<file path="config.mk">
export PLATFORM = sky130hd
export DESIGN_NAME = gregorian_day_number_weekday_gap
export DESIGN_NICKNAME = d
export VERILOG_FILES = /design/src/hw/rtl/gdn_pkg.sv /design/src/hw/rtl/gdn_date_calc.sv /design/src/hw/rtl/gdn_result.sv /design/src/hw/rtl/gregorian_day_number_weekday_gap.sv
export SDC_FILE = /design/constraint.sdc
export NUM_CORES = 1
export LEC_CHECK = 0
export ABC_AREA = 1
export BUFFER_PORTS_ARGS = -buffer_cell sky130_fd_sc_hd__buf_2
export CORE_UTILIZATION = 47
export CTS_CLUSTER_DIAMETER = 150
export DETAILED_ROUTE_END_ITERATION = 16
export GPL_TIMING_DRIVEN = 0
export PLACE_DENSITY = 0.72
export SETUP_SLACK_MARGIN = 0.4
export SYNTH_ARGS = -nofsm -noshare
export SYNTH_HDL_FRONTEND = slang
export SYNTH_HIERARCHICAL = 1
export SYNTH_SLANG_ARGS = --single-unit
</file>
<file path="constraint.sdc">
create_clock -name aclk -period 7 [get_ports aclk]
set_input_delay 1.05 -clock aclk [delete_from_list [all_inputs] [get_ports aclk]]
set_output_delay 1.05 -clock aclk [all_outputs]
set_load 0.1 [all_outputs]
</file>
<file path="src/hw/rtl/gdn_pkg.sv">
// shared types, constants and month tables for the date pair block
`timescale 1ns / 1ps

package gdn_pkg;

    // field widths
    localparam int YEAR_BITS = 14;
    localparam int DAY_W     = 5;
    localparam int MONTH_W   = 4;
    localparam int DN_W      = 23;
    localparam int WD_W      = 3;
    localparam int GAP_W     = 24;

    // full day number width: below 366 * 2^YEAR_BITS
    localparam int NUM_W  = YEAR_BITS + 9;
    localparam int DIFF_W = (NUM_W > GAP_W) ? NUM_W : GAP_W;
    localparam int MT_W   = 9;

    // pipeline depth: three date stages, two result stages
    localparam int NUM_STAGES  = 5;
    localparam int DATE_STAGES = 3;

    // year/100 taken as (year/4)/25 by reciprocal, exact for quotients below 2^30
    localparam int          PROD_W        = 48;
    localparam logic [27:0] RECIP25       = 28'd171798692;
    localparam int          RECIP25_SHIFT = 32;

    localparam int DAYS_PER_YEAR = 365;

    // base-8 digit sum of a day number, folded later modulo 7
    localparam int OCT_DIGITS = (NUM_W + 2) / 3;
    localparam int OCT_W      = 3 * OCT_DIGITS;
    localparam int SUM_W      = 8;

    // month codes
    localparam logic [MONTH_W-1:0] MONTH_JAN = 4'd1;
    localparam logic [MONTH_W-1:0] MONTH_FEB = 4'd2;
    localparam logic [MONTH_W-1:0] MONTH_DEC = 4'd12;

    localparam logic [WD_W-1:0] WEEKDAY_SUNDAY = 3'd7;

    typedef struct packed {
        logic [DAY_W-1:0]     first_day;
        logic [MONTH_W-1:0]   first_month;
        logic [YEAR_BITS-1:0] first_year;
        logic [DAY_W-1:0]     second_day;
        logic [MONTH_W-1:0]   second_month;
        logic [YEAR_BITS-1:0] second_year;
    } gdn_in_t;

    typedef struct packed {
        logic [DN_W-1:0]         first_day_number;
        logic [WD_W-1:0]         first_weekday;
        logic                    first_valid;
        logic                    second_valid;
        logic signed [GAP_W-1:0] day_gap;
    } gdn_out_t;

    // days in the months before the given month, common year
    function automatic logic [MT_W-1:0] days_before(input logic [MONTH_W-1:0] m);
        logic [MT_W-1:0] r;
        unique case (m)
            4'd1:    r = 9'd0;
            4'd2:    r = 9'd31;
            4'd3:    r = 9'd59;
            4'd4:    r = 9'd90;
            4'd5:    r = 9'd120;
            4'd6:    r = 9'd151;
            4'd7:    r = 9'd181;
            4'd8:    r = 9'd212;
            4'd9:    r = 9'd243;
            4'd10:   r = 9'd273;
            4'd11:   r = 9'd304;
            4'd12:   r = 9'd334;
            default: r = 9'd0;
        endcase
        return r;
    endfunction

    // length of the given month, common year
    function automatic logic [DAY_W-1:0] month_len(input logic [MONTH_W-1:0] m);
        logic [DAY_W-1:0] r;
        unique case (m)
            4'd2:                     r = 5'd28;
            4'd4, 4'd6, 4'd9, 4'd11:  r = 5'd30;
            default:                  r = 5'd31;
        endcase
        return r;
    endfunction

    // modulo 7 of an 8-bit digit sum, using 8 = 1 and 64 = 1 mod 7
    function automatic logic [2:0] mod7_fold(input logic [SUM_W-1:0] s);
        logic [4:0] t;
        logic [3:0] u;
        logic [3:0] w;
        t = 5'(s[2:0]) + 5'(s[5:3]) + 5'(s[7:6]);
        u = 4'(t[2:0]) + 4'(t[4:3]);
        w = (u >= 4'd7) ? (u - 4'd7) : u;
        return w[2:0];
    endfunction

endpackage

</file>
<file path="src/hw/rtl/gdn_date_calc.sv">
// three-stage check and day number of one date
`timescale 1ns / 1ps

module gdn_date_calc
    import gdn_pkg::*;
(
    input  logic                   aclk,
    input  logic [DATE_STAGES-1:0] ld,
    input  logic [DAY_W-1:0]       day,
    input  logic [MONTH_W-1:0]     month,
    input  logic [YEAR_BITS-1:0]   year,
    output logic [NUM_W-1:0]       num,
    output logic                   num_valid
);

    // stage 1: range checks and year/100
    logic [YEAR_BITS-3:0] quarter;
    logic [PROD_W-1:0]    prod;
    logic [YEAR_BITS-1:0] q100_next;
    logic                 ok1_next;

    logic [DAY_W-1:0]     d1_reg;
    logic [MONTH_W-1:0]   m1_reg;
    logic [YEAR_BITS-1:0] y1_reg;
    logic [YEAR_BITS-1:0] q100_reg;
    logic                 ok1_reg;

    assign quarter   = year[YEAR_BITS-1:2];
    assign prod      = PROD_W'(quarter) * PROD_W'(RECIP25);
    assign q100_next = YEAR_BITS'(prod >> RECIP25_SHIFT);
    assign ok1_next  = (year != '0) && (month != '0) && (month <= MONTH_DEC) && (day != '0);

    always_ff @(posedge aclk) begin
        if (ld[0]) begin
            d1_reg   <= day;
            m1_reg   <= month;
            y1_reg   <= year;
            q100_reg <= q100_next;
            ok1_reg  <= ok1_next;
        end
    end

    // stage 2: leap year, month limit and the three partial terms
    logic [YEAR_BITS-1:0] rem100;
    logic                 leap;
    logic [DAY_W-1:0]     lim;
    logic                 valid2_next;
    logic [NUM_W-1:0]     base_next;
    logic [YEAR_BITS-1:0] lcnt_next;
    logic [MT_W-1:0]      mterm_next;

    logic                 valid2_reg;
    logic [NUM_W-1:0]     base_reg;
    logic [YEAR_BITS-1:0] lcnt_reg;
    logic [MT_W-1:0]      mterm_reg;

    always_comb begin
        rem100 = y1_reg - YEAR_BITS'(32'(q100_reg) * 32'd100);
        leap   = (y1_reg[1:0] == 2'b00) && ((rem100 != '0) || (q100_reg[1:0] == 2'b00));
        lim    = month_len(m1_reg);
        if ((m1_reg == MONTH_FEB) && leap) begin
            lim = 5'd29;
        end
        valid2_next = ok1_reg && (d1_reg <= lim);
        base_next   = NUM_W'(NUM_W'(y1_reg - YEAR_BITS'(1)) * NUM_W'(DAYS_PER_YEAR));
        lcnt_next   = YEAR_BITS'(y1_reg >> 2) - q100_reg + YEAR_BITS'(q100_reg >> 2);
        mterm_next  = days_before(m1_reg) + MT_W'(d1_reg)
                    - MT_W'((m1_reg <= MONTH_FEB) && leap);
    end

    always_ff @(posedge aclk) begin
        if (ld[1]) begin
            valid2_reg <= valid2_next;
            base_reg   <= base_next;
            lcnt_reg   <= lcnt_next;
            mterm_reg  <= mterm_next;
        end
    end

    // stage 3: final sum, zero for a date that does not exist
    logic [NUM_W-1:0] num_next;
    logic [NUM_W-1:0] num_reg;
    logic             valid3_reg;

    assign num_next = valid2_reg ? (base_reg + NUM_W'(lcnt_reg) + NUM_W'(mterm_reg)) : '0;

    always_ff @(posedge aclk) begin
        if (ld[2]) begin
            num_reg    <= num_next;
            valid3_reg <= valid2_reg;
        end
    end

    assign num       = num_reg;
    assign num_valid = valid3_reg;

endmodule

</file>
<file path="src/hw/rtl/gdn_result.sv">
// two-stage weekday, gap and output register
`timescale 1ns / 1ps

module gdn_result
    import gdn_pkg::*;
(
    input  logic             aclk,
    input  logic [1:0]       ld,
    input  logic [NUM_W-1:0] num1,
    input  logic             valid1,
    input  logic [NUM_W-1:0] num2,
    input  logic             valid2,
    output gdn_out_t         result
);

    // stage 4: octal digit sum of the first number, gap and truncation
    logic [OCT_W-1:0]  padded;
    logic [SUM_W-1:0]  sum_next;
    logic [DIFF_W-1:0] diff;

    logic [SUM_W-1:0]  sum_reg;
    logic [DN_W-1:0]   dn_reg;
    logic [GAP_W-1:0]  gap_reg;
    logic              v1_reg;
    logic              v2_reg;

    always_comb begin
        padded   = OCT_W'(num1);
        sum_next = '0;
        for (int i = 0; i < OCT_DIGITS; i++) begin
            sum_next = sum_next + SUM_W'(padded[3*i +: 3]);
        end
        diff = DIFF_W'(num2) - DIFF_W'(num1);
    end

    always_ff @(posedge aclk) begin
        if (ld[0]) begin
            sum_reg <= sum_next;
            dn_reg  <= DN_W'(num1);
            gap_reg <= (valid1 && valid2) ? diff[GAP_W-1:0] : '0;
            v1_reg  <= valid1;
            v2_reg  <= valid2;
        end
    end

    // stage 5: weekday from the digit sum, with 0 shown as 7
    logic [2:0]      rem7;
    logic [WD_W-1:0] wd;
    gdn_out_t        result_reg;

    always_comb begin
        rem7 = mod7_fold(sum_reg);
        if (!v1_reg) begin
            wd = '0;
        end else if (rem7 == 3'd0) begin
            wd = WEEKDAY_SUNDAY;
        end else begin
            wd = rem7;
        end
    end

    always_ff @(posedge aclk) begin
        if (ld[1]) begin
            result_reg.first_day_number <= dn_reg;
            result_reg.first_weekday    <= wd;
            result_reg.first_valid      <= v1_reg;
            result_reg.second_valid     <= v2_reg;
            result_reg.day_gap          <= $signed(gap_reg);
        end
    end

    assign result = result_reg;

endmodule

</file>
<file path="src/hw/rtl/gregorian_day_number_weekday_gap.sv">
// top level: date pair to day number, weekday and gap
`timescale 1ns / 1ps
//
// Each request on the s_ channel carries two Gregorian dates (day, month,
// year). Each result on the m_ channel gives the first date's day number
// (0001-01-01 is day 1), its weekday 1 to 7 with Monday as 1, the second
// minus first gap, and one flag per date telling whether it exists.
// Fields of a date that does not exist read 0, and the gap is 0 unless
// both dates exist.
//
// Both channels use valid/ready. The block is a five-stage pipeline:
// three stages per date (range checks and year/100, leap test and partial
// terms, final sum) and two shared stages (digit sum and gap, weekday and
// output register). One request is taken every cycle unless a stalled
// receiver has filled the pipeline back to the first stage.
//
// Each stage holds its contents while the one after it is full and
// stalled, so a stalled receiver fills the pipeline from the output back;
// s_ready falls only when all five stages are full. Synchronous reset
// empties every stage; no memory needs clearing.
//
module gregorian_day_number_weekday_gap
    import gdn_pkg::*;
(
    input  logic     aclk,
    input  logic     aresetn,
    input  logic     s_valid,
    output logic     s_ready,
    input  gdn_in_t  s_data,
    output logic     m_valid,
    input  logic     m_ready,
    output gdn_out_t m_data
);

    // stage occupancy and per-stage load enables
    logic [NUM_STAGES-1:0] v_reg;
    logic [NUM_STAGES-1:0] v_next;
    logic [NUM_STAGES-1:0] rdy;

    always_comb begin
        rdy[NUM_STAGES-1] = !v_reg[NUM_STAGES-1] || m_ready;
        for (int i = NUM_STAGES - 2; i >= 0; i--) begin
            rdy[i] = !v_reg[i] || rdy[i+1];
        end
    end

    always_comb begin
        v_next[0] = rdy[0] ? s_valid : v_reg[0];
        for (int i = 1; i < NUM_STAGES; i++) begin
            v_next[i] = rdy[i] ? v_reg[i-1] : v_reg[i];
        end
    end

    always_ff @(posedge aclk) begin
        if (!aresetn) begin
            v_reg <= '0;
        end else begin
            v_reg <= v_next;
        end
    end

    assign s_ready = rdy[0];
    assign m_valid = v_reg[NUM_STAGES-1];

    // per-date day numbers
    logic [NUM_W-1:0] num1;
    logic [NUM_W-1:0] num2;
    logic             valid1;
    logic             valid2;

    gdn_date_calc u_first (
        .aclk      (aclk),
        .ld        (rdy[DATE_STAGES-1:0]),
        .day       (s_data.first_day),
        .month     (s_data.first_month),
        .year      (s_data.first_year),
        .num       (num1),
        .num_valid (valid1)
    );

    gdn_date_calc u_second (
        .aclk      (aclk),
        .ld        (rdy[DATE_STAGES-1:0]),
        .day       (s_data.second_day),
        .month     (s_data.second_month),
        .year      (s_data.second_year),
        .num       (num2),
        .num_valid (valid2)
    );

    // weekday, gap and output register
    gdn_result u_result (
        .aclk   (aclk),
        .ld     (rdy[NUM_STAGES-1:DATE_STAGES]),
        .num1   (num1),
        .valid1 (valid1),
        .num2   (num2),
        .valid2 (valid2),
        .result (m_data)
    );

    // an empty output stage lets the whole chain take a request
    a_empty_ready: assert property (@(posedge aclk) disable iff (!aresetn)
        !m_valid |-> s_ready)
        else $error("s_ready low with an empty output stage");

    // a date that does not exist carries no number and no weekday
    a_invalid_zero: assert property (@(posedge aclk) disable iff (!aresetn)
        (m_valid && !m_data.first_valid) |->
            (m_data.first_day_number == '0) && (m_data.first_weekday == '0))
        else $error("nonzero number or weekday for a missing first date");

    // a real date always has a weekday from 1 to 7
    a_weekday_set: assert property (@(posedge aclk) disable iff (!aresetn)
        (m_valid && m_data.first_valid) |-> (m_data.first_weekday != '0))
        else $error("weekday 0 for an existing first date");

    // the gap is zero unless both dates exist
    a_gap_zero: assert property (@(posedge aclk) disable iff (!aresetn)
        (m_valid && !(m_data.first_valid && m_data.second_valid)) |->
            (m_data.day_gap == '0))
        else $error("nonzero gap with a missing date");

    // an accepted request always lands in the first stage
    a_latency: assert property (@(posedge aclk) disable iff (!aresetn)
        (s_valid && s_ready && m_ready) |-> ##1 v_reg[0])
        else $error("accepted request not held in the first stage");

endmodule
</file>
# Yosys cells after proc, flatten, opt, wreduce, memory -nomap -nowiden
# Memory sizes are Yosys's and may differ from the RTL's. A register that Yosys moved wholly into a read port is not among the register bits.
# Cells that the tools add are included.
# classes
n_mux,8
shifts,0
bitwise_logic,0
eq_ne,10
multipliers,6
reduce_logical,42
div_mod_pow,0
add_sub_neg,28
order_cmp,7
# op_table
cell,count
12-bit by 26-bit multiplier with 38-bit output (second input constant),2
14-bit nonzero test,4
23-bit by 14-bit adder with 23-bit output,2
23-bit by 9-bit adder with 23-bit output,2
23-bit by 9-bit multiplier with 23-bit output (second input constant),2
8-bit by 3-bit adder with 8-bit output,5
14-bit by 1-bit subtractor with 15-bit output (second input constant),2
14-bit by 6-bit adder with 14-bit output,2
14-bit subtractor,2
12-bit by 8-bit subtractor with 13-bit output,2
8-bit by 5-bit multiplier with 12-bit output (second input constant),2
23-bit by 23-bit subtractor with 24-bit output,1
9-bit by 5-bit adder with 9-bit output,2
9-bit by 1-bit subtractor with 9-bit output,2
4-bit by 3-bit equality test with 1-bit output (second input constant),4
4-bit equality test (second input constant),4
1-bit logical AND,15
5-bit <= comparator,2
5-bit nonzero test,2
3-bit by 3-bit adder with 4-bit output,2
8-bit by 2-bit adder with 8-bit output,1
4-bit by 2-bit equality test with 1-bit output (second input constant),2
4-bit by 2-bit <= comparator with 1-bit output (second input constant),2
4-bit <= comparator (second input constant),2
other kinds (14),33
# word_totals
memories,2
out_inout_bits,54
elab_cells,140
in_bits,50
register_bits,320
latch_bits,0
mem_bits_rw,0
rom_bits,288
# memory_table
memory,depth,width,rd,rd_clocked_by_memory_dff,write_ports,line,text
(no name shown),16,9,1,1,0,gdn_pkg.sv:62,unique case (m)
(no name shown),16,9,1,1,0,gdn_pkg.sv:62,

# Longest topological paths before layout
# Gate-level depths: netlist of run 1.
# depth
ltp_word,9
depth_mapped,36
ltp_nobuf,36

# Cells and area by module
# The synthesis of run 1 kept the hierarchy.
# by_module_without_submodules
mod,n_inst,seq_area_each_um2,cells_each,area_per_inst_um2
gdn_date_calc at u_second,1,3273.1,1715,15152.0
gdn_date_calc at u_first,1,3273.1,1688,15028.2
gdn_result,1,3213.1,591,5888.1
gregorian_day_number_weekday_gap,1,100.1,22,198.9

# Worst setup path before layout of run 1
# Ideal clock, no wire load.
# synth_path
path_type,register to register
from,register v_reg[4]
to,register (tool-made name)
setup_time_ps,146
synth_period_minus_slack_ps,6044
stages_incl_launch_ff,9
required_ps,6854
n_path_buf,0
arrival_time_ps,5897
slack_ps,956
path_cell_list,dfxtp_1 -> nand3_2 -> nor2_4 -> nand3_2 -> o21ai_0 -> inv_1 -> ha_1 -> o21ai_0 -> o22ai_1
# synth_lines
element,line,text
start: declaration,gregorian_day_number_weekday_gap.sv:36,logic [NUM_STAGES-1:0] v_reg;
start signal: assignment,gregorian_day_number_weekday_gap.sv:58,v_reg <= v_next;

# Worst setup path after layout of run 1
# layout_path
from,register u_first.y1_reg[0]
to,"register u_first.base_reg[19], data pin"
# layout_between
elab_chain_len,2
# layout_rtl
element,line,text
start: declaration,gdn_date_calc.sv:24,logic [YEAR_BITS-1:0] y1_reg;
start signal: assignment,gdn_date_calc.sv:37,y1_reg <= year;
14-bit by 1-bit subtractor with 15-bit output,gdn_date_calc.sv:65,base_next = NUM_W'(NUM_W'(y1_reg - YEAR_BITS'(1)) * NUM_W'(DAYS_PER_YEAR));
23-bit by 9-bit multiplier with 23-bit output,gdn_date_calc.sv:65,
via u_first.base_next[19],gdn_date_calc.sv:48,logic [NUM_W-1:0] base_next;
end signal: assignment,gdn_date_calc.sv:74,base_reg <= base_next;
end: declaration,gdn_date_calc.sv:53,logic [NUM_W-1:0] base_reg;
# The timed path passes the listed nets, and every way through them passes these cells.
# A chain may end at the register's enable or synchronous reset.

==> run summary, run 1 <==
Status = finished, final reports clean
Worst setup path endpoint = u_first/base_reg[19]
Kind of critical path = reg2reg
Fin crit period = 6.26 ns
Via count = 26,400
DR pass1 iterations = 6
Final hold vios = 0
Detail Placement HPWL = 66,200 microns
Final setup skew = 0.0192 ns
GR Util All Layers = 20.5%
Post-synth EDFFs = 313
Fin. max-slew vios = 0
Overflow after GRT = 0
Rel. slew slack = 36.0%
Worst Max-Slew Pin Slew = 0.950 ns
Synth Instances = 4,016
RR Endpoint = u_first/base_reg[19]
Max frequency = 160 MHz
Data arrival, critical path = 6.57 ns
Worst path cell trace = inv_1 > ha_1 > nand2_1 > nor3_4 > nand2_1 > nor3_1 > nand2_1 > xnor2_2 > ha_1 > fa_1 > fa_1 > fa_1 > fa_1 > ha_1 > a21oi_1 > o21ai_0 > a21oi_1 > nand2_1 > a21oi_1 > nor2_1 > nor2_1 > xnor2_1
Async S/R FF share, synth = 0%
Synth top area share = 25.9%
Final setup fails = 0
Worst reg-to-reg path cell count = 22
Core box area = 76,200 sq um
Synth area leader = edfxtp_1
Reg2reg start = u_first/y1_reg[0]
Post-route ant nets = 0
Root buffer cell = clkbuf_16
Placed Cells = 5,154
Clock Pin Slew Worst Setup and Hold Paths = 0.06 ns
Post-Route Utilization = 51.9%
Layout net count = 5,113
Reg2reg setup slack = 0.74 ns
Largest family of logic cells by synthesized area = adder cells
Iter 0 DRT Violations = 1,565
CP Capture Type = flip-flop
Skew-Pair Late Insertion Delay = 0.56 ns
Starting Density = 47.6%
Worst setup SP type = flip-flop
Crit-path slowest cell = fa_1
Height of the die = 280 microns
Post-synthesis mux area share = 0%
Worst Setup SP = u_first/y1_reg[0]
Synthesized area per cell = 9.03 sq um
Main synth FF type = edfxtp_1
Unique masters post-synth = 57
Die X = 280 microns
Top cells by area, synth = edfxtp_1, ha_1, fa_1
CP required = 7.31 ns
RSZ-0062 raised after global routing = true
Max_cap viols = 0
CTS Buf Count = 37
Area Growth Syn to Fin = 8.99%
Compound-gate portion of the synthesized area = 7.65%
Synth Area in Simple Gates = 15.7%
Pin count of the biggest net entering global routing = 76
Fraction of the mapped netlist area in adder cells = 37.4%
Max FO, Critical Path = 6
DRC viols = 0
DR WL/cell = 14.8 microns
Row Count = 101
Crit-path max cell delay = 0.58 ns
Gpl congestion = 0.942
TritonCTS clock tree = built
Post-route setup TNS = 0 ns
Non-filler cells, final = 5,235
Vias per cell = 5.05
Initial antenna violation count = 9
Max reg flops = 52
IO Port Bufs = 103
Layout cell share with drive strength beyond 1 = 6.67%
H-Tree Depth = 2
Sequential share of the synthesized area = 27.2%
First-pass GRT wire length = 130,000 microns
Synthesis Warnings = 6
Final period util = 89.4%
Ports = 104
XOR/XNOR Fraction of Synth Area = 3.38%
Clock Path Buffers = 3
Hold crit path type = reg2reg
Netlist Area Pre-Place = 36,300 sq um
Die ar. = 78,300 sq um
Vias in the first global route = 26,400
Routed WL = 77,700 microns
CTS sink count = 336
Syn Nets = 4,958
#FFs+latches synth = 336
## synth_stat cells (22+ instances only)
| cell | count |
|---|---|
| a21o_1 | 22 |
| dfxtp_1 | 23 |
| xor2_1 | 88 |
| o21ai_0 | 139 |
| ha_1 | 573 |
| fa_1 | 319 |
| nor3_1 | 35 |
| nand3_1 | 138 |
| nand2_2 | 33 |
| inv_1 | 817 |
| edfxtp_1 | 313 |
| nand2_1 | 719 |
| nand4_1 | 37 |
| nor2_1 | 285 |
| xnor2_1 | 42 |
| a21oi_1 | 238 |
## area by class of cell
cell class	instances	area (sq um)
flip-flops and latches	336	9860
repair buffers	116	683
fillers	6980	36700
plain buffers	10	61.3
multi-input cells	2844	23300
clock inverters	18	231
diodes	5	12.5
inverters	826	3100
clock buffers	50	1010
well taps	1030	1290
## critical path: cells and delay by family (launching register included)
| kind | cells | cell delay, ns |
|---|---|---|
| adders and majority gates | 7 | 3.15 |
| and+or+nand+nor | 8 | 1.10 |
| AOI/OAI and AO/OA | 4 | 0.66 |
| DFF | 1 | 0.41 |
| xor gates and xnor gates | 2 | 0.45 |
| buffers and inverters | 1 | 0.25 |
## through the flow
stage | hold slack (ns) | setup WS [ns] | area, sq um
floorplan | 0.400 | 0.956 | 36300
global placement | 0.402 | 0.0792 | 38100
detailed placement | 0.405 | 0.523 | 38200
CTS | 0.408 | 0.494 | 39400
global route | 0.423 | 0.289 | 39500
finish | 0.409 | 0.741 | 39500
## how the worst min path moves through the flow
| stage | from | endpoint | slack (ns) | cells after the start |
|---|---|---|---|---|
| detailed placement | u_result/gap_reg[19] | u_result/result[19] | 0.40 | 0 |
| finish | u_result/dn_reg[6] | u_result/result[35] | 0.41 | 0 |
| CTS | u_result/dn_reg[6] | u_result/result[35] | 0.41 | 0 |
| global route | u_result/dn_reg[14] | u_result/result[43] | 0.42 | 0 |
| floorplan | u_result/gap_reg[0] | u_result/result[0] | 0.40 | 0 |
| global placement | u_result/dn_reg[20] | u_result/result[49] | 0.40 | 0 |
## cell families (layout without fill, tap and decap cells)
| logic type | after synthesis | in the layout |
|---|---|---|
| AOI/OAI and AO/OA | 498 | 498 |
| adders and majority gates | 892 | 892 |
| buffers and inverters | 836 | 1020 |
| other | 0 | 5 |
| xor gates and xnor gates | 134 | 134 |
| and+or+nand+nor | 1320 | 1320 |
| DFF | 336 | 336 |
## cell usage in the layout, fill, tap and decap left out, types with 38 or more instances in the layout
cell type	instances
nor2_1	285
edfxtp_1	313
buf_2	105
xnor2_1	41
nand2_1	718
fa_1	319
clkbuf_16	38
nand3_1	138
inv_1	816
a21oi_1	238
ha_1	572
xor2_1	87
o21ai_0	139
## per-layer routing
layer	GRT usage, %	share of wire [%]	wire length, microns	vias to the layer above
li1	-	-	-	13400
met1	27.0	46	35400	12400
met2	35.4	48	37000	519
met3	2.44	4.1	3200	114
met4	5.73	2.5	1950	10
met5	0	0.090	70	-
## timing repair
item / CTS / global route
endpoints found under the setup margin: 0 / 10
buffers inserted: 0 / 8
gates resized for setup: 0 / 3
hold buffers: 0 / 0
Power of run 1 is not shown: default switching activity piles up to over one toggle a cycle in this logic, so the estimate is an artifact.
==> run 2: changes to the inputs <==
- CORE_ASPECT_RATIO: unset -> 1.2
- GPL_ROUTABILITY_DRIVEN: unset -> 0
- SKIP_LAST_GASP: unset -> 1
==> run summary, run 2 (same netlist as run 1, synthesis figures left out) <==
Status = finished, final reports clean
Worst Max-Slew Pin Slew = 0.910 ns
Row Count = 111
Reg2reg setup slack = 0.73 ns
Final hold vios = 0
DRC viols = 0
Data arrival, critical path = 6.56 ns
Via count = 26,500
CTS Hold Bufs = 0
Skew-Pair Late Insertion Delay = 0.55 ns
Max frequency = 159 MHz
CP Capture Type = flip-flop
Post-Route Utilization = 51.6%
Post-route ant nets = 0
Crit-path slowest cell = fa_1
Core box area = 76,400 sq um
DR pass1 iterations = 6
Worst reg-to-reg path cell count = 22
Final setup skew = 0.0232 ns
Final period util = 89.6%
Clock Pin Slew Worst Setup and Hold Paths = 0.06 ns
Initial antenna violation count = 6
RSZ-0062 raised after global routing = true
Root buffer cell = clkbuf_16
Hold Path Sink = u_result/result[0]
Worst Setup SP = u_first/y1_reg[0]
Post-route setup TNS = 0 ns
Ports = 104
TritonCTS clock tree = built
Overflow after GRT = 0
Kind of critical path = reg2reg
DR WL/cell = 15.0 microns
Worst path cell trace = inv_1 > ha_1 > nand2_1 > nor3_4 > nand2_1 > nor3_1 > nand2_1 > xnor2_2 > ha_1 > fa_1 > fa_1 > fa_1 > fa_1 > ha_1 > a21oi_1 > o21ai_0 > a21oi_1 > nand2_1 > a21oi_1 > nor2_1 > nor2_1 > xnor2_1
Iter 0 DRT Violations = 1,360
First-pass GRT wire length = 128,000 microns
Pin count of the biggest net entering global routing = 67
Max reg flops = 52
Die ar. = 78,300 sq um
Starting Density = 47.5%
Clock Path Buffers = 3
Height of the die = 306 microns
Fin. max-slew vios = 0
Vias per cell = 5.09
CTS sink count = 336
Rel. slew slack = 38.7%
Fillers = 6,989
Worst setup SP type = flip-flop
Area Growth Syn to Fin = 8.68%
Final setup fails = 0
Critical path's top delay family = adder cells
Worst hold path startpoint = u_result/gap_reg[0]
H-Tree Depth = 2
CP required = 7.29 ns
GR Util All Layers = 20.2%
Die X = 256 microns
Most frequent cells in the layout = inv_1, nand2_1, ha_1
Reg2reg start = u_first/y1_reg[0]
Max FO, Critical Path = 6
Vias in the first global route = 26,500
Crit-path max cell delay = 0.59 ns
Max_cap viols = 0
Hold crit path type = reg2reg
Commonest non-fill, non-tap cell in the layout = inv_1
Hold path depth = 0
Fin crit period = 6.27 ns
Layout cell share with drive strength beyond 1 = 6.53%
IO Port Bufs = 103
ANT cells = 0
RR Endpoint = u_first/base_reg[19]
Detail Placement HPWL = 66,400 microns
Layout net count = 5,109
Routed WL = 78,200 microns
Worst Path Buf+Inv = 1
CTS Buf Count = 36
-- run 2: layer usage --
metal	vias to the layer above	part of all wire [%]	global-route usage, %
met5	-	0.077	0
met4	10	4.2	8.38
met3	178	3.5	2.31
met2	535	50	37.0
met1	12400	42	23.7
li1	13400	-	-
-- run 2: worst max path at each step --
stage,cells after the start,slack [ns],endpoint
6_report,22,0.73,u_first/base_reg[19]
5_1_grt,22,0.30,u_first/base_reg[19]
4_1_cts,22,0.50,u_first/base_reg[19]
3_5_place_dp,22,0.52,u_first/base_reg[19]
3_3_place_gp,10,0.19,flip-flop
2_1_floorplan,8,0.96,flip-flop
-- run 2: metrics by stage --
stage,instances,area (sq um),worst slack [ns],hold slack [ns]
6_report,5211,39400,0.730,0.417
5_1_grt,5211,39400,0.300,0.427
4_1_cts,5207,39400,0.501,0.417
3_5_place_dp,5142,38200,0.523,0.405
3_3_place_gp,5136,38100,0.185,0.401
2_1_floorplan,4016,36300,0.956,0.400
-- run 2: repair_timing --
item / 4_1_cts / 5_1_grt
setup buffers: 0 / 4
setup endpoints to repair: 0 / 9
resized for setup: 0 / 4
-- run 2: area by class of cell --
cell class | instances | area [sq um] | share of cell area (%)
timing repair buffer | 113 | 672 | 1.70
clock buffer | 43 | 958 | 2.43
inverter | 826 | 3100 | 7.87
buffer | 10 | 61.3 | 0.156
tap | 1017 | 1270 | 3.23
multi-input combinational | 2844 | 23300 | 59.1
clock inverter | 22 | 200 | 0.508
sequential | 336 | 9860 | 25.0
-- run 2: worst register-to-register path: cells and delay by family (launching register included) --
family | cells | cell delay, ns
buffers and inverters | 1 | 0.26
and+or+nand+nor | 8 | 1.05
adders and majority gates | 7 | 3.13
AOI/OAI and AO/OA | 4 | 0.72
xor gates and xnor gates | 2 | 0.45
DFF | 1 | 0.40
Power of run 2 is left out for the same reason.
